==> src/m4vt_pkg.sv <==
// Shared types, constants and helpers for the 4x4 matrix-vector transform.
`timescale 1ns / 1ps
package m4vt_pkg;

    localparam int DIM_DEF    = 4;
    localparam int FRAC_DEF   = 16;
    localparam int NUM_LANES  = 4;
    localparam int ELEM_W     = 32;
    localparam int IDX_W      = 2;
    localparam int PROD_W     = 2 * ELEM_W;
    localparam int IN_DATA_W  = 168;
    localparam int OUT_DATA_W = NUM_LANES * ELEM_W;

    typedef logic signed [ELEM_W-1:0] t_lane;
    typedef logic signed [PROD_W-1:0] t_prod;

    typedef enum logic {
        ACT_LOAD  = 1'b0,
        ACT_XFORM = 1'b1
    } t_action;

    localparam t_lane LANE_MAX = {1'b0, {(ELEM_W-1){1'b1}}};
    localparam t_lane LANE_MIN = {1'b1, {(ELEM_W-1){1'b0}}};

    function automatic int eff_dim(int d);
        return (d < NUM_LANES) ? d : NUM_LANES;
    endfunction

    function automatic int sum_width(int d);
        return PROD_W + $clog2(eff_dim(d));
    endfunction

endpackage

==> src/m4vt_sum_stage.sv <==
// Second pipeline stage: exact row sums of the products.
`timescale 1ns / 1ps
module m4vt_sum_stage #(
    parameter int DIM = m4vt_pkg::DIM_DEF
) (
    input  logic            i_clk,
    input  logic            i_rst_n,
    input  logic            i_valid,
    output logic            o_ready,
    input  m4vt_pkg::t_prod i_prod [m4vt_pkg::eff_dim(DIM)][m4vt_pkg::eff_dim(DIM)],
    output logic            o_valid,
    input  logic            i_ready,
    output logic signed [m4vt_pkg::sum_width(DIM)-1:0] o_sum [m4vt_pkg::eff_dim(DIM)]
);
    import m4vt_pkg::*;

    localparam int EFF   = eff_dim(DIM);
    localparam int SUM_W = sum_width(DIM);

    logic                    r_valid;
    logic signed [SUM_W-1:0] r_sum [EFF];
    logic signed [SUM_W-1:0] n_sum [EFF];

    assign o_ready = !r_valid || i_ready;
    assign o_valid = r_valid;

    always_comb begin
        for (int r = 0; r < EFF; r++) begin
            n_sum[r] = '0;
            for (int c = 0; c < EFF; c++) begin
                n_sum[r] = n_sum[r] + SUM_W'(i_prod[r][c]);
            end
        end
    end

    always_ff @(posedge i_clk) begin
        if (!i_rst_n) begin
            r_valid <= 1'b0;
        end else if (o_ready) begin
            r_valid <= i_valid;
        end
    end

    always_ff @(posedge i_clk) begin
        if (o_ready && i_valid) begin
            r_sum <= n_sum;
        end
    end

    assign o_sum = r_sum;

endmodule

==> config.mk <==
export PLATFORM = sky130hd
export DESIGN_NAME = m4vt_sum_stage
export DESIGN_NICKNAME = d
export VERILOG_FILES = /design/src/m4vt_pkg.sv /design/src/m4vt_sum_stage.sv
export SDC_FILE = /design/constraint.sdc
export NUM_CORES = 2
export LEC_CHECK = 0
export ABC_AREA = 1
export BUFFER_PORTS_ARGS = -buffer_cell sky130_fd_sc_hd__buf_2
export CORE_AREA = 2 2 500 502
export CTS_BUF_LIST = sky130_fd_sc_hd__clkbuf_16
export CTS_CLUSTER_DIAMETER = 80
export DETAILED_ROUTE_END_ITERATION = 8
export DIE_AREA = 0 0 502 504
export PLACE_DENSITY = 0.41
export SETUP_SLACK_MARGIN = 0.15
export SYNTH_ARGS = -nofsm -noshare
export SYNTH_HDL_FRONTEND = slang
export SYNTH_SLANG_ARGS = --single-unit
==> constraint.sdc <==
create_clock -name i_clk -period 18.3 [get_ports i_clk]
set_input_delay 2.745 -clock i_clk [delete_from_list [all_inputs] [get_ports i_clk]]
set_output_delay 2.745 -clock i_clk [all_outputs]
set_load 0.01 [all_outputs]
==> summary.txt <==
Outcome
  – Run status: complete, no violations

STA
  – TNS Setup: 0 ns
  – Hold_ws: 0.610 ns
  – Final hold viol count: 0
  – Worst slew margin relative to its limit: 0.147
  – Final clock skew: 0.0298 ns
  – Actual transition at the worst max-transition pin: 1.28 ns
  – Final max-slew violation count: 0
  – Unrepaired setup endpoints after global routing: false
  – Maximum clock rate: 169 MHz
  – Final critical path time including I/O delays and setup: 5.92 ns
  – Number of failing setup endpoints in the final timing report: 0
  – Final cycle utilization of the critical path: 0.324

Synth
  – Post-synthesis mux area share: 0
  – Share of the synthesized netlist area taken by xor and xnor gates: 0.0236
  – Total number of yosys warnings: 0
  – Cells after synthesis: 7416
  – Register bit total from synthesis: 265
  – Average footprint of a synthesized cell: 6.41 sq um
  – Adder-cell share of the synthesized area: 0.286
  – Share of the yosys chip area belonging to registers: 0.167
  – Count of cell types in the netlist: 25
  – Dominant combinational cell family by area after synthesis: simple AND/OR/NAND/NOR gates
  – Synthesized net count: 9220
  – Area fraction in compound gates after synthesis: 0.0188
  – Post-synthesis share of cell area spent on and, or, nand and nor gates: 0.294
  – Cell area after synthesis: 47600 sq um

Power and ir drop
  – Int Power: 0.00319 W
  – Leakage power of the design: 37.0 nW
  – Total power: 0.00710 W
  – Power density over cell area: 118 nW/um^2
  – Flop pwr share: 0.169
  – Fraction of power consumed by the clock network: 0.154
  – Switching Power: 0.00392 W
  – Logic gate share of total power: 0.677
  – Switching Fraction: 0.551
  – Worst-case vdd ir drop: 0.0853 mV

Critical path
  – Worst R2R Start: o_valid
  – CP required: 15.55 ns
  – Maximum net fanout on the critical path: 2
  – Critical Path Start Type: input port
  – Count of cells along the worst register-to-register path: 4
  – Capturing element type of the critical path: primary output
  – RR Endpoint: o_sum[207]
  – Reg-to-reg slack, setup: 14.95 ns
  – Arrival time of data at the critical path endpoint: 3.18 ns
  – Kind of critical path: input port to primary output

Min path
  – Depth of the worst hold-timing path: 2
  – Min-delay worst type: flop to flop
  – Endpoint of the worst hold path: o_valid
  – Startpoint of the most critical hold path: o_valid

Global route
  – Final global-route overflow total: 0
  – Number of antenna violations at the first check in global routing: 44
  – Largest net degree at the start of global routing: 123
  – Global routing usage summed across all routing layers: 0.182
  – Global-route wire length before repair: 332000 um
  – Via count of the first global-routing pass: 49100

Final layout
  – Final core occ: 0.243
  – Synth-to-Final Area Change: 26.5%
  – Filler Cell Count: 28400
  – NumNets Final: 10600
  – Post-Layout Cell Count: 12200
  – Fraction of final layout cells with drive strength greater than 1: 0.185

Detailed routing
  – Remaining antenna violation count after routing: 0
  – Total via count after detailed routing: 46900
  – Wire per inst: 19.4 um
  – Remaining design rule violation count: 0
  – WL final: 235000 um
  – Starting DRC count in detailed routing: 2395
  – Via-to-Cell Ratio: 3.86
  – Detailed-routing iteration count for the pre-antenna-repair pass: 5

Clocking
  – Hold-fix buffers, CTS: 0
  – Post-CTS Setup Bufs: 0
  – Number of buffers between clock root and the deepest sink: 3
  – Clock Tree Root: clkbuf_16
  – Clock net sink count: 265
  – Clock tree from TritonCTS: built
  – Register clock-pin slew on the reported worst setup and hold paths: 0.05 ns
  – Clock latency at the later pin of the worst-skew pair: 0.71 ns
  – CTS H-tree depth: 2
  – CTS buffer count: 54
  – Cells resized by post-CTS repair: 0

Die
  – Die Wd: 502 um
  – Core box area: 248000 sq um
  – Initial cell density of the core: 0.192
  – Standard-cell row count: 183
  – Area of the die: 253000 sq um
  – I/O pin cnt: 1294
  – Die Span Y: 504 um

Placed design
  – Detail Placement HPWL: 215000 um
  – Routability-driven placement congestion ratio: 0.962
  – Placed Cells: 12000
  – Number of buffers added on ports: 1293

Job
  – Max-cap violations: 0
==> state kept, by name, indices dropped and copies added, names as in the netlist <==
| signal | flops |
|---|---|
| o_sum | 264 |
| o_valid | 1 |
==> per-layer routing <==
| layer | vias to the layer above | share of wire | track usage |
|---|---|---|---|
| li1 | 23600 | - | - |
| met1 | 21800 | 0.41 | 0.214 |
| met2 | 1355 | 0.50 | 0.333 |
| met3 | 221 | 0.056 | 0.0305 |
| met4 | 6 | 0.031 | 0.0545 |
| met5 | - | 0.00014 | 0 |
==> stage by stage <==
| stage | cell area [sq um] | setup WS, ns |
|---|---|---|
| after floorplan | 47600 | 1.88 |
| after CTS | 60100 | 12.38 |
| after detailed placement | 58300 | 11.78 |
| final | 60200 | 12.38 |
| after global routing | 60200 | 12.33 |
| after global placement | 58300 | 11.72 |
==> cells in the final DEF, fill, tap and decap left out <==
cell type,netlist,final
fa_1,516,516
nand2_2,83,83
nor3_2,22,22
nor4_1,4,4
nand2_1,2464,2464
edfxtp_1,264,264
nand3_1,207,207
xnor2_1,4,4
a21oi_4,0,1
diode_2,0,19
a21oi_1,169,168
ha_1,260,260
nor2_2,74,74
clkinvlp_4,0,5
nand3_2,31,31
clkinv_2,0,5
buf_4,0,3
inv_16,0,1
a21boi_0,1,1
nor3_1,40,40
clkinv_16,0,2
buf_12,0,1
o21ai_0,8,8
inv_2,10,10
xor2_1,124,124
inv_1,2658,2665
or2_2,12,12
nor2_4,3,3
buf_2,0,1293
nor4_2,4,4
clkinv_4,0,2
bufinv_16,0,7
dfxtp_1,1,1
nor2_1,413,413
clkinv_1,2,3
inv_6,0,10
nand4_1,42,42
clkbuf_16,0,54
inv_8,0,3
==> Yosys cell counts <==
| library cell | count | area share |
|---|---|---|
| ha_1 | 260 | 0.068 |
| nor4_2 | 4 | 0.0011 |
| edfxtp_1 | 264 | 0.17 |
| nand3_1 | 207 | 0.022 |
| a21boi_0 | 1 | 0.00016 |
| or2_2 | 12 | 0.0016 |
| dfxtp_1 | 1 | 0.00042 |
| nor3_2 | 22 | 0.0046 |
| nand4_1 | 42 | 0.0055 |
| nor2_2 | 74 | 0.0097 |
| fa_1 | 516 | 0.22 |
| nor4_1 | 4 | 0.00053 |
| o21ai_0 | 8 | 0.00084 |
| inv_2 | 10 | 0.00079 |
| clkinv_1 | 2 | 0.00016 |
| xor2_1 | 124 | 0.023 |
| inv_1 | 2658 | 0.21 |
| xnor2_1 | 4 | 0.00074 |
| a21oi_1 | 169 | 0.018 |
| nor2_1 | 413 | 0.033 |
| nor3_1 | 40 | 0.0042 |
| nand3_2 | 31 | 0.0065 |
| nor2_4 | 3 | 0.00071 |
| nand2_2 | 83 | 0.011 |
| nand2_1 | 2464 | 0.19 |
==> power by group through the flow <==
stage	clock network (W)	registers [W]	logic [W]
6_report	0.00109	0.00120	0.00481
5_1_grt	0.00115	0.00123	0.00537
4_1_cts	0.00114	0.00122	0.00490
3_5_place_dp	0	0.00122	0.00487
3_3_place_gp	0	0.00123	0.00489
2_1_floorplan	0	0.00127	0.00270
==> cell type report <==
class / instances / area, sq um / area share
clock inverter: 43 / 522 / 0.00867
sequential: 265 / 7950 / 0.132
timing repair buffer: 1297 / 6510 / 0.108
antenna: 19 / 47.5 / 0.000790
clock buffer: 54 / 1350 / 0.0225
tap: 3330 / 4170 / 0.0692
multi-input combinational: 4481 / 29600 / 0.492
inverter: 2670 / 10000 / 0.167
==> worst max-delay path by stage <==
stage,start,endpoint,slack (ns),cells after the start
6_report,i_ready,o_ready,12.38,4
5_1_grt,i_ready,o_ready,12.33,4
4_1_cts,i_ready,o_ready,12.38,4
3_5_place_dp,i_prod[65],o_sum[21],11.78,13
3_3_place_gp,i_prod[65],o_sum[21],11.72,13
2_1_floorplan,i_valid,o_sum[0],1.88,2
==> logic make-up after synthesis <==
group                    Yosys count
buffers and inverters           2670
adder cells (fa/ha/maj)          776
flip-flops                       265
AO/OA/AOI/OAI                    178
XOR/XNOR                         128
AND/OR/NAND/NOR                 3399
==> critical path, cell delays in order <==
cell	delay, ns
buf_2	0.09
inv_1	0.10
nand2_1	0.09
buf_2	0.15
No activity file was read; power rests on OpenSTA's default activity.
