<file path="config.mk">
export PLATFORM = sky130hd
export DESIGN_NAME = m4vt_store
export DESIGN_NICKNAME = d
export VERILOG_FILES = /design/src/m4vt_pkg.sv /design/src/m4vt_store.sv
export SDC_FILE = /design/constraint.sdc
export NUM_CORES = 1
export LEC_CHECK = 0
export ABC_AREA = 0
export BUFFER_PORTS_ARGS = -buffer_cell sky130_fd_sc_hd__buf_2
export CAP_MARGIN = 20
export CORE_MARGIN = 1
export CORE_UTILIZATION = 37
export DETAILED_ROUTE_END_ITERATION = 10
export MAX_ROUTING_LAYER = met4
export SYNTH_ARGS = -nofsm -noshare
export SYNTH_HDL_FRONTEND = slang
export SYNTH_SLANG_ARGS = --single-unit
</file>
<file path="constraint.sdc">
create_clock -name i_clk -period 13.25 [get_ports i_clk]
set_clock_uncertainty 0.2 [all_clocks]
set_input_delay 2.65 -clock i_clk [delete_from_list [all_inputs] [get_ports i_clk]]
set_output_delay 2.65 -clock i_clk [all_outputs]
set_load 0.005 [all_outputs]
</file>
<file path="src/m4vt_pkg.sv">
// Shared types, constants and helpers for the 4x4 matrix-vector transform.
`timescale 1ns / 1ps
package m4vt_pkg;

    localparam int DIM_DEF    = 4;
    localparam int FRAC_DEF   = 16;
    localparam int NUM_LANES  = 4;
    localparam int ELEM_W     = 32;
    localparam int IDX_W      = 2;
    localparam int PROD_W     = 2 * ELEM_W;
    localparam int IN_DATA_W  = 168;
    localparam int OUT_DATA_W = NUM_LANES * ELEM_W;

    typedef logic signed [ELEM_W-1:0] t_lane;
    typedef logic signed [PROD_W-1:0] t_prod;

    typedef enum logic {
        ACT_LOAD  = 1'b0,
        ACT_XFORM = 1'b1
    } t_action;

    localparam t_lane LANE_MAX = {1'b0, {(ELEM_W-1){1'b1}}};
    localparam t_lane LANE_MIN = {1'b1, {(ELEM_W-1){1'b0}}};

    function automatic int eff_dim(int d);
        return (d < NUM_LANES) ? d : NUM_LANES;
    endfunction

    function automatic int sum_width(int d);
        return PROD_W + $clog2(eff_dim(d));
    endfunction

endpackage

</file>
<file path="src/m4vt_store.sv">
// Matrix element registers with single-element load writes.
`timescale 1ns / 1ps
module m4vt_store #(
    parameter int DIM = m4vt_pkg::DIM_DEF
) (
    input  logic                   i_clk,
    input  logic                   i_rst_n,
    input  logic                   i_wr_en,
    input  logic [m4vt_pkg::IDX_W-1:0] i_row,
    input  logic [m4vt_pkg::IDX_W-1:0] i_col,
    input  m4vt_pkg::t_lane        i_value,
    output m4vt_pkg::t_lane        o_matrix [m4vt_pkg::eff_dim(DIM)][m4vt_pkg::eff_dim(DIM)]
);
    import m4vt_pkg::*;

    localparam int EFF = eff_dim(DIM);

    t_lane r_matrix [EFF][EFF];

    for (genvar gr = 0; gr < EFF; gr++) begin : g_row
        for (genvar gc = 0; gc < EFF; gc++) begin : g_col
            always_ff @(posedge i_clk) begin
                if (!i_rst_n) begin
                    r_matrix[gr][gc] <= '0;
                end else if (i_wr_en && i_row == IDX_W'(gr) && i_col == IDX_W'(gc)) begin
                    r_matrix[gr][gc] <= i_value;
                end
            end
            assign o_matrix[gr][gc] = r_matrix[gr][gc];
        end
    end

endmodule

</file>
==> flow_summary.json, run 1 <==
{
  "path_buf_inv": 2,
  "power.internal_uw": 2770,
  "cp_slowest_cell": "nand4bb_4",
  "drtIter0Drc": 1201,
  "cp_cell_sequence": "buf_2, nand4bb_4, buf_4, nor3_1",
  "drc": 0,
  "critPathMaxStageDelay_ps": 700,
  "post-dp-hpwl_mm": 41.7,
  "htreeDepth": 2,
  "cp_num_cells": 4,
  "root_buffer": "clkbuf_16",
  "fillerInstances": 4454,
  "ant_nets": 0,
  "comb_power_share_pct": 8.1,
  "hold_class": "in -> reg",
  "tightestPinTransition_ps": 1180,
  "syn-num-nets": 1272,
  "regArea_um2": 15400,
  "fin_nets": 1759,
  "chipHeight_um": 228,
  "async_flop_share_pct": 0,
  "min_period_over_period_pct": 37.4,
  "detail_route.wl_per_cell_um": 26.5,
  "maxSlewViolCount": 0,
  "ctsResizeCount": 0,
  "relSlewSlack_pct": 21.3,
  "dpl_cell_area_um2": 22300,
  "rows": 82,
  "ys_ff_latch": 512,
  "p_leak_uw": 0.00856,
  "synth_flop_cell": "edfxtp_1",
  "pwr-share-seq_pct": 52.8,
  "hold_violations": 0,
  "hold_slack_ps": 2440,
  "fin_area_um2": 24000,
  "io_buffers": 550,
  "dieWidth_um": 228,
  "grt_max_degree": 90,
  "dp_cells": 2336,
  "grt.busiest_layer": "met2",
  "status": "finished clean",
  "swShare_pct": 23.3,
  "cp-start-kind": "input pin",
  "top_regs": "r_matrix x512",
  "crit_start": "i_rst_n",
  "die_area_um2": 52100,
  "rsz0062_at_grt": "no",
  "viasPerCell": 5.35,
  "criticalPathCategory": "in -> reg",
  "crit_end": "r_matrix[0][102]$_SDFFCE_PN0P_",
  "ctsLongestPathBuffers": 3,
  "synthCells": 1233,
  "synth_edf_count": 512,
  "end_kind": "flop",
  "yosysSeqAreaShare_pct": 81.2,
  "gr-total-overflow": 0,
  "p_switching_uw": 841,
  "yosysTopAreaCellShare_pct": 81.2,
  "fmax_mhz": 202,
  "grt_pass1_wl_mm": 90.5,
  "final_cells": 2434,
  "synth_top_area_cell": "edfxtp_1",
  "dr.pass1.iters": 5,
  "grtUsageMet2_pct": 40.4,
  "top_register": "r_matrix",
  "post-route-min-period_ps": 4950,
  "grt_pass1_vias": 12700,
  "grt_use_met3_pct": 6.74,
  "cts_setup_buffers": 0,
  "yosysWarnings": 0,
  "max_cap_violations": 0,
  "cts_buffers": 52,
  "pwr_density_cell_nw_per_um2": 151,
  "vias": 13000,
  "initial_core_util_pct": 37.7,
  "cts_tree": "built",
  "path_delay_family": "buffers and inverters",
  "vdd_drop_max_uv": 107,
  "yosysUniqueCellTypes": 17,
  "required_ps": 13450,
  "synth.top_cells.by_area": "edfxtp_1, nor3_1, buf_2, clkbuf_1, inv_1",
  "ios": 551,
  "grt_antenna_before_repair": 3,
  "fin_setup_tns_ps": 0,
  "cts.clk_slew.worst_paths_ps": 60,
  "grt_usage_pct": 24.9,
  "netlist_area_um2": 18900,
  "place.gp.congestion": 0.789,
  "critPathArrivalTime_ps": 5150,
  "syn_avg_cell_area_um2": 15.4,
  "largest_reg_flops": 512,
  "final_layout_size_suffix_gt1_share_pct": 38.1,
  "cts.sinks": 512,
  "multi_input_area_um2": 2950,
  "path_max_fanout": 89,
  "fin_util_pct": 47.7,
  "fp.coreArea_um2": 50300,
  "area_delta_synth_final_pct": 26.6,
  "pwr-share-clk_pct": 39.1,
  "whs_path_depth": 3,
  "ctsHoldBuffers": 0,
  "grtUsageMet1_pct": 29.8,
  "setup_viol": 0,
  "wirelength_mm": 64.4
}
-- cells in the final DEF, fill, tap and decap left out --
cell type / Yosys / layout
buf_12: 0 / 2
buf_16: 0 / 2
buf_2: 63 / 550
buf_4: 0 / 28
bufinv_16: 0 / 3
clkbuf_1: 71 / 19
clkbuf_16: 0 / 54
clkinv_1: 0 / 7
clkinv_2: 0 / 7
clkinv_4: 0 / 1
clkinv_8: 0 / 1
clkinvlp_4: 0 / 1
diode_2: 0 / 3
edfxtp_1: 512 / 512
inv_1: 32 / 32
nand2_4: 0 / 1
nand2b_4: 0 / 2
nand3_1: 1 / 1
nand3b_1: 2 / 2
nand4_1: 1 / 1
nand4b_1: 2 / 2
nand4bb_4: 0 / 1
nor3_1: 512 / 512
o21ai_4: 0 / 16
or2_4: 0 / 1
or3b_1: 1 / 1
-- power by group through the flow --
stage	clock (uW)	combinational [uW]	sequential [uW]
after floorplan	0	86.7	1960
after global placement	0	291	1940
after detailed placement	0	294	1940
after CTS	1430	295	1910
after global routing	1490	307	1910
final	1410	292	1900
-- through the flow --
stage,worst slack [ps],power (uW)
3_3_place_gp,7870,2230
2_1_floorplan,7060,2040
3_5_place_dp,7750,2230
6_report,8300,3610
4_1_cts,8350,3630
5_1_grt,8200,3710
-- final cells by class --
cell class / count / area share [%]
Clock buffer: 73 / 5.94
Inverter: 32 / 0.501
Multi-Input combinational cell: 540 / 12.3
Antenna cell: 3 / 0.0313
Clock inverter: 20 / 0.768
Sequential cell: 512 / 64.2
Timing Repair Buffer: 582 / 12.8
Tap cell: 672 / 3.51
-- worst min path at each step --
stage                                   startpoint                        endpoint  slack, ps
floorplan           r_matrix[1][128]$_SDFFCE_PN0P_                     o_matrix[0]       2760
global placement    r_matrix[0][120]$_SDFFCE_PN0P_                   o_matrix[504]       2840
detailed placement  r_matrix[0][170]$_SDFFCE_PN0P_                   o_matrix[298]       2840
CTS                                    i_value[16]  r_matrix[1][208]$_SDFFCE_PN0P_       2400
global route                           i_value[16]  r_matrix[0][112]$_SDFFCE_PN0P_       2430
finish                                 i_value[16]  r_matrix[1][208]$_SDFFCE_PN0P_       2440
-- cell families (layout without fill, tap and decap cells) --
family / after synthesis / after routing / share of synthesized area, %
and+or+nand+nor: 524 / 524 / 14.0
other: 0 / 3 / 0
buffers and inverters: 181 / 707 / 4.36
AOI/OAI and AO/OA: 16 / 16 / 0.423
DFF: 512 / 512 / 81.2
-- synth_stat cells, types with 2 or more instances --
cell,n
nand2b_1,2
clkbuf_1,71
o21ai_0,16
buf_1,6
nand3b_1,2
inv_1,32
nor3_1,512
nand4b_1,2
edfxtp_1,512
buf_2,63
buf_6,9
-- routing by layer --
layer  vias to the layer above  share of wire (%)
li1                       5649                  -
met1                      6565                 38
met2                       686                 49
met3                       130                8.8
met4                         0                3.4
met5                         -                  0
No activity file was read; power rests on OpenSTA's default activity.
==> run 2: changes to the inputs <==
Clock period 13.25 ns to 4.8 ns, I/O delays scaled along.
==> run 2 against run 1 <==
  * Routed wire length rose by 1.3%
  * Global-route usage rose by 0.34 points
  * Worst setup slack got worse by 6300 ps
  * Clock-buffer cell count shrank 7
  * Sequential power grew to 2.8 times the previous value
  * Critical path depth unchanged
  * Worst hold slack lost 1600 ps
  * Final cell count is 0.12% higher
  * Sequential cell count stayed put
  * Largest power group unchanged
  * Highest routed layer unchanged
==> flow_summary.json, run 2 (synthesized netlist as in run 1, its figures left out) <==
{
  "area_delta_synth_final_pct": 27.1,
  "cts_tree": "built",
  "gr-total-overflow": 0,
  "cts.clk_slew.worst_paths_ps": 60,
  "final_layout_size_suffix_gt1_share_pct": 38.4,
  "setup_viol": 0,
  "viasPerCell": 5.42,
  "path_buf_inv": 2,
  "cp-start-kind": "input pin",
  "ios": 551,
  "fmax_mhz": 354,
  "fin_setup_tns_ps": 0,
  "dp_cells": 2338,
  "pwr_density_cell_nw_per_um2": 415,
  "root_buffer": "clkbuf_16",
  "ctsHoldBuffers": 0,
  "vias": 13200,
  "vdd_drop_max_uv": 323,
  "power_uw": 10000,
  "grt_usage_pct": 25.3,
  "hold_class": "in -> reg",
  "final_cells": 2437,
  "dieWidth_um": 228,
  "cts.sinks": 512,
  "post-route-min-period_ps": 2820,
  "setup_ws_ps": 1980,
  "drc": 0,
  "max_cap_violations": 0,
  "cp_slowest_cell": "o21ai_4",
  "die_area_um2": 52100,
  "path_max_fanout": 48,
  "path_delay_family": "compound AO/OA/AOI/OAI gates",
  "post-dp-hpwl_mm": 42.8,
  "largest_reg_flops": 512,
  "ant_nets": 0,
  "cts_setup_buffers": 0,
  "chipHeight_um": 228,
  "detail_route.wl_per_cell_um": 26.8,
  "initial_core_util_pct": 37.7,
  "fin_area_um2": 24100,
  "status": "finished clean",
  "cp_cell_sequence": "buf_2, nand2b_4, o21ai_4, buf_4",
  "top_register": "r_matrix",
  "ctsResizeCount": 0,
  "fp.coreArea_um2": 50300,
  "cts_buffers": 53,
  "grt_antenna_before_repair": 1,
  "grt_pass1_wl_mm": 91.9,
  "final_common_cell": "buf_2",
  "drtIter0Drc": 1054,
  "top_regs": "r_matrix x512",
  "critPathArrivalTime_ps": 2910,
  "rows": 82,
  "required_ps": 4880,
  "ctsLongestPathBuffers": 3,
  "fin_nets": 1764,
  "place.gp.congestion": 0.792,
  "htreeDepth": 2,
  "critPathMaxStageDelay_ps": 920,
  "dpl_cell_area_um2": 22400,
  "end_kind": "flop",
  "grt_max_degree": 87,
  "rsz0062_at_grt": "no",
  "min_period_over_period_pct": 58.8,
  "fillerInstances": 4453,
  "place_ws_ps": 1310,
  "relSlewSlack_pct": 23.4,
  "hold_violations": 0,
  "tightestPinTransition_ps": 1150,
  "wirelength_mm": 65.3,
  "p_leak_uw": 0.00862,
  "io_buffers": 550,
  "mostFrequentLayoutCells": "buf_2, nor3_1, edfxtp_1, clkbuf_16, inv_1",
  "maxSlewViolCount": 0,
  "dr.pass1.iters": 5,
  "criticalPathCategory": "in -> reg",
  "grt_pass1_vias": 12800
}
[run 2: path summary, 6_finish.rpt]
path              slack [ps]         from  cells past startpoint                             end
setup / recovery        1980     i_col[0]                      4   r_matrix[0][37]$_SDFFCE_PN0P_
hold / removal           800  i_value[14]                      3  r_matrix[0][110]$_SDFFCE_PN0P_
[run 2: metal layers]
metal,up-vias,track usage (%),part of all wire [%]
met5,-,-,0
met4,0,7.97,3.0
met3,134,5.90,8.5
met2,775,41.8,50
met1,6633,30.6,39
li1,5658,-,-
[run 2: report_power, final]
part           switching (uW)  leakage (uW)  internal [uW]
clock network            1700      0.000788           2220
registers                79.4       0.00490           5190
logic                     582       0.00292            233
total                    2360       0.00862           7630
[run 2: cell type report]
type | instances | area, um^2 | area share (%)
Clock inverter | 28 | 228 | 0.946
Inverter | 32 | 120 | 0.499
Tap cell | 672 | 841 | 3.49
Sequential cell | 512 | 15400 | 63.9
Antenna cell | 1 | 2.50 | 0.0104
Multi-Input combinational cell | 540 | 2950 | 12.3
Timing Repair Buffer | 586 | 3150 | 13.1
Clock buffer | 66 | 1400 | 5.80
[run 2: through the flow]
step	utilization (%)	hold slack [ps]
floorplan	-	1070
global placement	44.3	1150
detailed placement	44.5	1150
CTS	47.7	751
global route	47.9	817
finish	47.9	798
