<file path="config.mk">
export PLATFORM = sky130hd
export DESIGN_NAME = m4vt_sat_stage
export DESIGN_NICKNAME = d
export VERILOG_FILES = /design/src/m4vt_pkg.sv /design/src/m4vt_sat_stage.sv
export SDC_FILE = /design/constraint.sdc
export NUM_CORES = 1
export LEC_CHECK = 0
export BUFFER_PORTS_ARGS = -buffer_cell sky130_fd_sc_hd__buf_2
export CORE_AREA = 2 2 154 156
export DETAILED_ROUTE_END_ITERATION = 8
export DIE_AREA = 0 0 156 158
export GPL_ROUTABILITY_DRIVEN = 0
export GPL_TIMING_DRIVEN = 0
export HOLD_SLACK_MARGIN = 0.1
export SLEW_MARGIN = 20
export SYNTH_ARGS = -nofsm -noshare
export SYNTH_HDL_FRONTEND = slang
export SYNTH_SLANG_ARGS = --single-unit
</file>
<file path="constraint.sdc">
create_clock -name i_clk -period 7.45 [get_ports i_clk]
set_input_delay 1.8625 -clock i_clk [delete_from_list [all_inputs] [get_ports i_clk]]
set_output_delay 1.8625 -clock i_clk [all_outputs]
set_load 0.01 [all_outputs]
</file>
<file path="src/m4vt_pkg.sv">
// Shared types, constants and helpers for the 4x4 matrix-vector transform.
`timescale 1ns / 1ps
package m4vt_pkg;

    localparam int DIM_DEF    = 4;
    localparam int FRAC_DEF   = 16;
    localparam int NUM_LANES  = 4;
    localparam int ELEM_W     = 32;
    localparam int IDX_W      = 2;
    localparam int PROD_W     = 2 * ELEM_W;
    localparam int IN_DATA_W  = 168;
    localparam int OUT_DATA_W = NUM_LANES * ELEM_W;

    typedef logic signed [ELEM_W-1:0] t_lane;
    typedef logic signed [PROD_W-1:0] t_prod;

    typedef enum logic {
        ACT_LOAD  = 1'b0,
        ACT_XFORM = 1'b1
    } t_action;

    localparam t_lane LANE_MAX = {1'b0, {(ELEM_W-1){1'b1}}};
    localparam t_lane LANE_MIN = {1'b1, {(ELEM_W-1){1'b0}}};

    function automatic int eff_dim(int d);
        return (d < NUM_LANES) ? d : NUM_LANES;
    endfunction

    function automatic int sum_width(int d);
        return PROD_W + $clog2(eff_dim(d));
    endfunction

endpackage

</file>
<file path="src/m4vt_sat_stage.sv">
// Third pipeline stage: fraction shift, saturation and the output register.
`timescale 1ns / 1ps
module m4vt_sat_stage #(
    parameter int DIM       = m4vt_pkg::DIM_DEF,
    parameter int FRAC_BITS = m4vt_pkg::FRAC_DEF
) (
    input  logic            i_clk,
    input  logic            i_rst_n,
    input  logic            i_valid,
    output logic            o_ready,
    input  logic signed [m4vt_pkg::sum_width(DIM)-1:0] i_sum [m4vt_pkg::eff_dim(DIM)],
    output logic            o_valid,
    input  logic            i_ready,
    output m4vt_pkg::t_lane o_lane [m4vt_pkg::NUM_LANES],
    output logic            o_sat
);
    import m4vt_pkg::*;

    localparam int EFF   = eff_dim(DIM);
    localparam int SUM_W = sum_width(DIM);
    localparam int SH_W  = SUM_W - FRAC_BITS;

    logic              r_valid;
    t_lane             r_lane [NUM_LANES];
    logic              r_sat;
    t_lane             n_lane [NUM_LANES];
    logic              n_sat;
    logic [SH_W-1:0]   sh;
    logic              ovf;

    assign o_ready = !r_valid || i_ready;
    assign o_valid = r_valid;

    always_comb begin
        n_sat = 1'b0;
        sh    = '0;
        ovf   = 1'b0;
        for (int r = 0; r < NUM_LANES; r++) begin
            n_lane[r] = '0;
            if (r < EFF) begin
                sh  = i_sum[r][SUM_W-1:FRAC_BITS];
                ovf = !(&sh[SH_W-1:ELEM_W-1]) && (|sh[SH_W-1:ELEM_W-1]);
                if (ovf) begin
                    n_lane[r] = sh[SH_W-1] ? LANE_MIN : LANE_MAX;
                end else begin
                    n_lane[r] = sh[ELEM_W-1:0];
                end
                n_sat = n_sat | ovf;
            end
        end
    end

    always_ff @(posedge i_clk) begin
        if (!i_rst_n) begin
            r_valid <= 1'b0;
        end else if (o_ready) begin
            r_valid <= i_valid;
        end
    end

    always_ff @(posedge i_clk) begin
        if (o_ready && i_valid) begin
            r_lane <= n_lane;
            r_sat  <= n_sat;
        end
    end

    assign o_lane = r_lane;
    assign o_sat  = r_sat;

    a_sat_clipped: assert property (@(posedge i_clk) disable iff (!i_rst_n)
        (r_valid && r_sat) |->
            (r_lane[0] == LANE_MAX || r_lane[0] == LANE_MIN ||
             r_lane[1] == LANE_MAX || r_lane[1] == LANE_MIN ||
             r_lane[2] == LANE_MAX || r_lane[2] == LANE_MIN ||
             r_lane[3] == LANE_MAX || r_lane[3] == LANE_MIN))
        else $error("Saturation flag set with no clipped component.");

endmodule

</file>
==> results.md, run 1 <==
* Status: complete, no violations
* Ys Warns at 0
* Post-CTS Setup Repair Bufs at 0
* Max-slew violations at 0
* Slowest-stage cell, CP: nand2b_1
* Netlist Area Pre-Place at 5654 um2
* # DRC at 0
* Leak at just under 4 nW
* Largest net degree at the start of global routing at 47
* GR Overflow Total at 0
* Worst vdd ir at 0.0001264 V
* Family with the most delay on the worst path: buffers and inverters
* Worst Tran Pin Value at between 600 and 700 ps
* Drt total wl at approximately 16000 um
* Crit-path max FO at 3
* Initial antenna violation count at 2
* CTS clk-pin slew, worst paths at around 60 ps
* Syn_nets at 615
* I/O Buffers at roughly 330
* Worst-Skew Late Latency at 410 ps
* Fmax at 241.7 MHz
* Cell chain of the critical path: buf_2 -> nand2b_1 -> buf_2
* Placed insts at approximately 970
* Post-CTS sizing at 0
* Total Nets Final at a little under 1000
* Fin crit period at between 4000 and 5000 ps
* Starting Density at 0.2453
* Distinct cells, synth at 21
* H-tree levels at 4
* Row count at 56
* Routed wire length per instance at between 15 and 20 um
* Post-Syn Instances at 347
* Synth-to-Final Area Change at 48.33%
* Worst Skew at between 9 and 10 ps
* Period utilization at 0.5553
* Seq cells post-synth at 130
* Io pins at 399
* Worst Setup End Kind: output port
* Bufs and invs on worst path at 2
* DP HPWL at between 10000 and 15000 um
* Post-synthesis sequential area ratio at 0.6886
* CP Data Required Time at 5590 ps
* Number of DRC markers in iteration 0 at a little over 200
* Post-route ant nets at 0
* Slew headroom at 0.5580
* Share of cells above drive strength 1 at 0.6797
* Unrepaired setup endpoints after global routing: no
* Max-Cap Viols at 0
* Setup_tns at 0 ps
* Clock tree buffer depth at 2
* Via Count at 4361
* Cell mode on critical path: buf_2
* Crit path largest cell delay at 160 ps
* Non-Filler Instances at approximately 1000
* # clock sinks at 130
* Total power per unit cell area at about 240 nW/um2
* Num CTS Buffers at 17
* Average vias per placed instance at between 4 and 5
* Startpoint Class: primary input
* DR pass1 iterations at 6
* Setup CP Type: in -> out
* Critical Path AT at ~2300 ps
* Die W at 156 um
* Vias in the first global route at roughly 4400
* First-pass GRT wire length at 23380 um
* Hold crit path type: reg -> reg
* Die area at between 20000 and 25000 um2
* Gr usage total at 0.1250
* Placeable Area at between 20000 and 25000 um2
* Hold Buf Count CTS at 0
* Number of fill cells at 2293
* Die Span Y at about 160 um
* CTS root buf: clkbuf_16
* Avg Cell Area, Syn at between 15 and 20 um2
* CTS tree: built
* Final setup violation count at 0
* Final Hold Viols at 0
worst paths after layout:
kind | startpoint | endpoint | slack [ps] | cells past startpoint
setup reg to reg | o_valid$_SDFFE_PN0N_ | o_lane[61]$_DFFE_PP_ | 5750 | 3
hold / removal | o_valid$_SDFFE_PN0N_ | o_valid$_SDFFE_PN0N_ | 570 | 2
hold reg to reg | o_valid$_SDFFE_PN0N_ | o_valid$_SDFFE_PN0N_ | 570 | 2
setup / recovery | i_ready | o_ready | 3310 | 3
layout by cell type (no fill, tap or decap), types with 4 or more instances in the layout:
master,count
buf_2,337
edfxtp_1,129
a21o_2,85
a21o_1,39
nand4_1,21
buf_6,18
clkbuf_16,17
nor4_1,16
nor2_1,8
bufinv_16,5
clkinv_4,5
and3_1,4
nor4_2,4
a31o_2,4
worst min-delay path, cell delays in order (launching register included):
cell and delay [ps]:
dfxtp_1 310, nand2b_1 110, a21boi_0 90
routing by layer:
metal | share of wire | vias to the layer above | global-route usage
met5 | 0.00082 | - | 0
met4 | 0.018 | 2 | 0.04500
met1 | 0.41 | 2021 | 0.1484
li1 | - | 2116 | -
met3 | 0.097 | 21 | 0.05667
met2 | 0.47 | 201 | 0.2004
metrics by stage:
stage | hold slack, ps | power (mW) | util | cell area [um2] | setup slack [ps]
after floorplan | 609.6 | 0.9704 | - | 5654 | 1907
after global placement | 507.8 | 1.087 | 0.3335 | 7689 | 333.4
after detailed placement | 557.7 | 1.086 | 0.3357 | 7739 | 3314
after CTS | 568.1 | 2.016 | 0.3636 | 8382 | 3312
after global routing | 629.7 | 2.067 | 0.3636 | 8382 | 3284
final | 569.6 | 1.985 | 0.3638 | 8387 | 3313
cells in the mapped netlist (all sizes together):
cell           n  area share
a311oi         4      0.0095
a31o           4      0.0062
a21o         124        0.18
and3           4      0.0044
dlygate4sd3    3      0.0053
nor4          20       0.027
nand4         21       0.023
nor2           8      0.0053
dfxtp          1      0.0035
nand2b         1      0.0011
clkbuf         1     0.00066
and2           1      0.0011
buf           24       0.042
inv            1     0.00066
a21boi         1      0.0013
edfxtp       129        0.69
cells by family (layout without fill, tap and decap cells):
| group | after synthesis | after routing | synth area share |
|---|---|---|---|
| and+or+nand+nor | 55 | 55 | 0.06174 |
| other | 0 | 2 | 0 |
| DFF | 130 | 130 | 0.6886 |
| buffers and inverters | 29 | 397 | 0.04912 |
| AOI/OAI and AO/OA | 133 | 133 | 0.2005 |
layout make-up:
class,count,area [um2],area share
Buffer,28,274.0,0.03267
Tap cell,290,362.8,0.04326
Inverter,1,3.754,0.0004476
Timing Repair Buffer,336,1719,0.2050
Clock buffer,19,432.9,0.05162
Multi-Input combinational cell,188,1485,0.1771
Antenna cell,2,5.005,0.0005967
Clock inverter,13,210.2,0.02506
Sequential cell,130,3894,0.4643
registers in the layout, summed over array words and instances (netlist names):
name,cells
o_lane,128
o_sat,1
o_valid,1
report_power, final:
| part | internal (mW) | leakage, nW | switching (mW) |
|---|---|---|---|
| clock | 0.595 | 0.309 | 0.323 |
| combinational | 0.100 | 2.36 | 0.103 |
| sequential | 0.855 | 1.25 | 0.00871 |
(Power assumes the default switching activity.)
==> inputs of run 2 (changes only) <==
- CORE_AREA: 2 2 154 156 -> 2 2 156 158
- DIE_AREA: 0 0 156 158 -> 0 0 158 160
- clock period: 7.45 -> 3.5 ns (I/O delays scaled with it)
==> results.md, run 2 (same netlist as run 1, synthesis figures left out) <==
* Unrepaired setup endpoints after global routing: no
* Share of cells above drive strength 1 at 0.6765
* Worst vdd ir at between 0.0002 and 0.0003 V
* Total power per unit cell area at 475.4 nW/um2
* Startpoint Class: primary input
* Cell mode on critical path: buf_2
* Slowest-stage cell, CP: nand2b_1
* Die W at roughly 160 um
* Via Count at approximately 4400
* Hold depth at 2
* Vias in the first global route at 4506
* First-pass GRT wire length at roughly 23000 um
* H-tree levels at 4
* Critical hold path startpoint: o_valid$_SDFFE_PN0N_
* Hold Buf Count CTS at 0
* Cell chain of the critical path: buf_2 -> nand2b_1 -> buf_2
* CTS clk-pin slew, worst paths at roughly 60 ps
* Starting Density at 0.2374
* Crit-path max FO at 3
* Routed wire length per instance at 15.21 um
* Worst Tran Pin Value at 531.7 ps
* Final Hold Viols at 0
* FF-to-FF End: o_lane[53]$_DFFE_PP_
* CTS root buf: clkbuf_16
* Num CTS Buffers at 17
* Setup CP Type: in -> out
* Worst R2R Setup Slack at 1890 ps
* Final setup violation count at 0
* CTS tree: built
* Worst Hold End: o_valid$_SDFFE_PN0N_
* Period utilization at 0.6135
* # clock sinks at 130
* Hold crit path type: reg -> reg
* PnR worst setup slack at 1353 ps
* Io pins at between 300 and 400
* Fmax at 465.7 MHz
* Die Span Y at 160 um
* Max-slew violations at 0
* Most frequent cells in the layout: buf_2, edfxtp_1, a21o_2, a21o_1, nand4_1
* DR pass1 iterations at 6
* I/O Buffers at 334
* Slew headroom at 0.6455
* Post-Place Setup Slack at between 900 and 1000 ps
* Final core utilization at 0.3501
* Clock tree buffer depth at 2
* Gr usage total at 0.1223
* Synth-to-Final Area Change at 47.49%
* Initial antenna violation count at 0
* Worst Skew at roughly 7.6 ps
* Total Nets Final at between 900 and 1000
* Drt total wl at about 16000 um
* Post-CTS Setup Repair Bufs at 0
* Critical Path AT at approximately 1300 ps
* Worst Setup End Kind: output port
* Placed insts at between 1000 and 1500
* DP HPWL at around 12000 um
* Number of DRC markers in iteration 0 at between 150 and 200
* # diodes at 0
* Max FFs per register at between 100 and 150
* CP Data Required Time at around 2600 ps
* Setup_tns at 0 ps
* Row count at 57
* Average vias per placed instance at roughly 4.3
* Crit path largest cell delay at ~160 ps
* Status: complete, no violations
* Commonest non-fill, non-tap cell in the layout: buf_2
* Largest net degree at the start of global routing at 51
* Worst-Skew Late Latency at a little over 400 ps
* Reg2Reg Depth at 3
* Reg2Reg Launch Point: o_valid$_SDFFE_PN0N_
* Fin crit period at between 2000 and 2500 ps
* Die area at ~25000 um2
* Leak at 3.878 nW
* # DRC at 0
* GR Overflow Total at 0
* Max-Cap Viols at 0
* Placeable Area at approximately 24000 um2
* Post-CTS sizing at 0
* Post-route ant nets at 0
* Non-Filler Instances at 1038
==> run 2: final cells by class <==
cell class,instances,area (um2)
clock inverters,12,117.6
fillers,2424,15480
flip-flops and latches,130,3894
plain buffers,28,274.0
inverters,1,3.754
repair buffers,336,1727
clock buffers,19,432.9
multi-input cells,188,1485
well taps,324,405.4
==> run 2: power breakdown <==
group,switching (mW),internal [mW],total [mW],leakage [nW]
clock,0.655,1.03,1.69,0.261
sequential,0.0205,1.82,1.84,1.25
combinational,0.219,0.215,0.434,2.36
==> run 2: worst max path at each step <==
stage | start | end | depth (start not counted)
5_1_grt | i_sum[256] | o_sat$_DFFE_PP_ | 7
2_1_floorplan | i_ready | o_lane[0]$_DFFE_PP_ | 2
3_5_place_dp | i_sum[256] | o_sat$_DFFE_PP_ | 7
4_1_cts | i_ready | o_ready | 3
3_3_place_gp | i_ready | o_lane[39]$_DFFE_PP_ | 3
6_report | i_ready | o_ready | 3
==> run 2: routing by layer <==
layer | GRT usage | wire length (um) | vias up
li1 | - | - | 2108
met1 | 0.1346 | 6256 | 2108
met2 | 0.2146 | 7902 | 203
met3 | 0.04640 | 1429 | 12
met4 | 0.04177 | 201 | 0
met5 | 0 | 0 | -
==> run 2: critical path, delay by kind of cell <==
family | cells | cell delay [ps]
buf+inv | 2 | 240
simple gates | 1 | 160
==> run 2: per-stage QoR <==
stage | area (um2) | total power, mW | hold slack [ps]
final | 8339 | 3.964 | 549.8
after CTS | 8339 | 4.038 | 548.3
after floorplan | 5655 | 2.060 | 609.4
after detailed placement | 7789 | 2.315 | 538.0
after global routing | 8339 | 4.138 | 614.2
after global placement | 7732 | 2.302 | 506.2
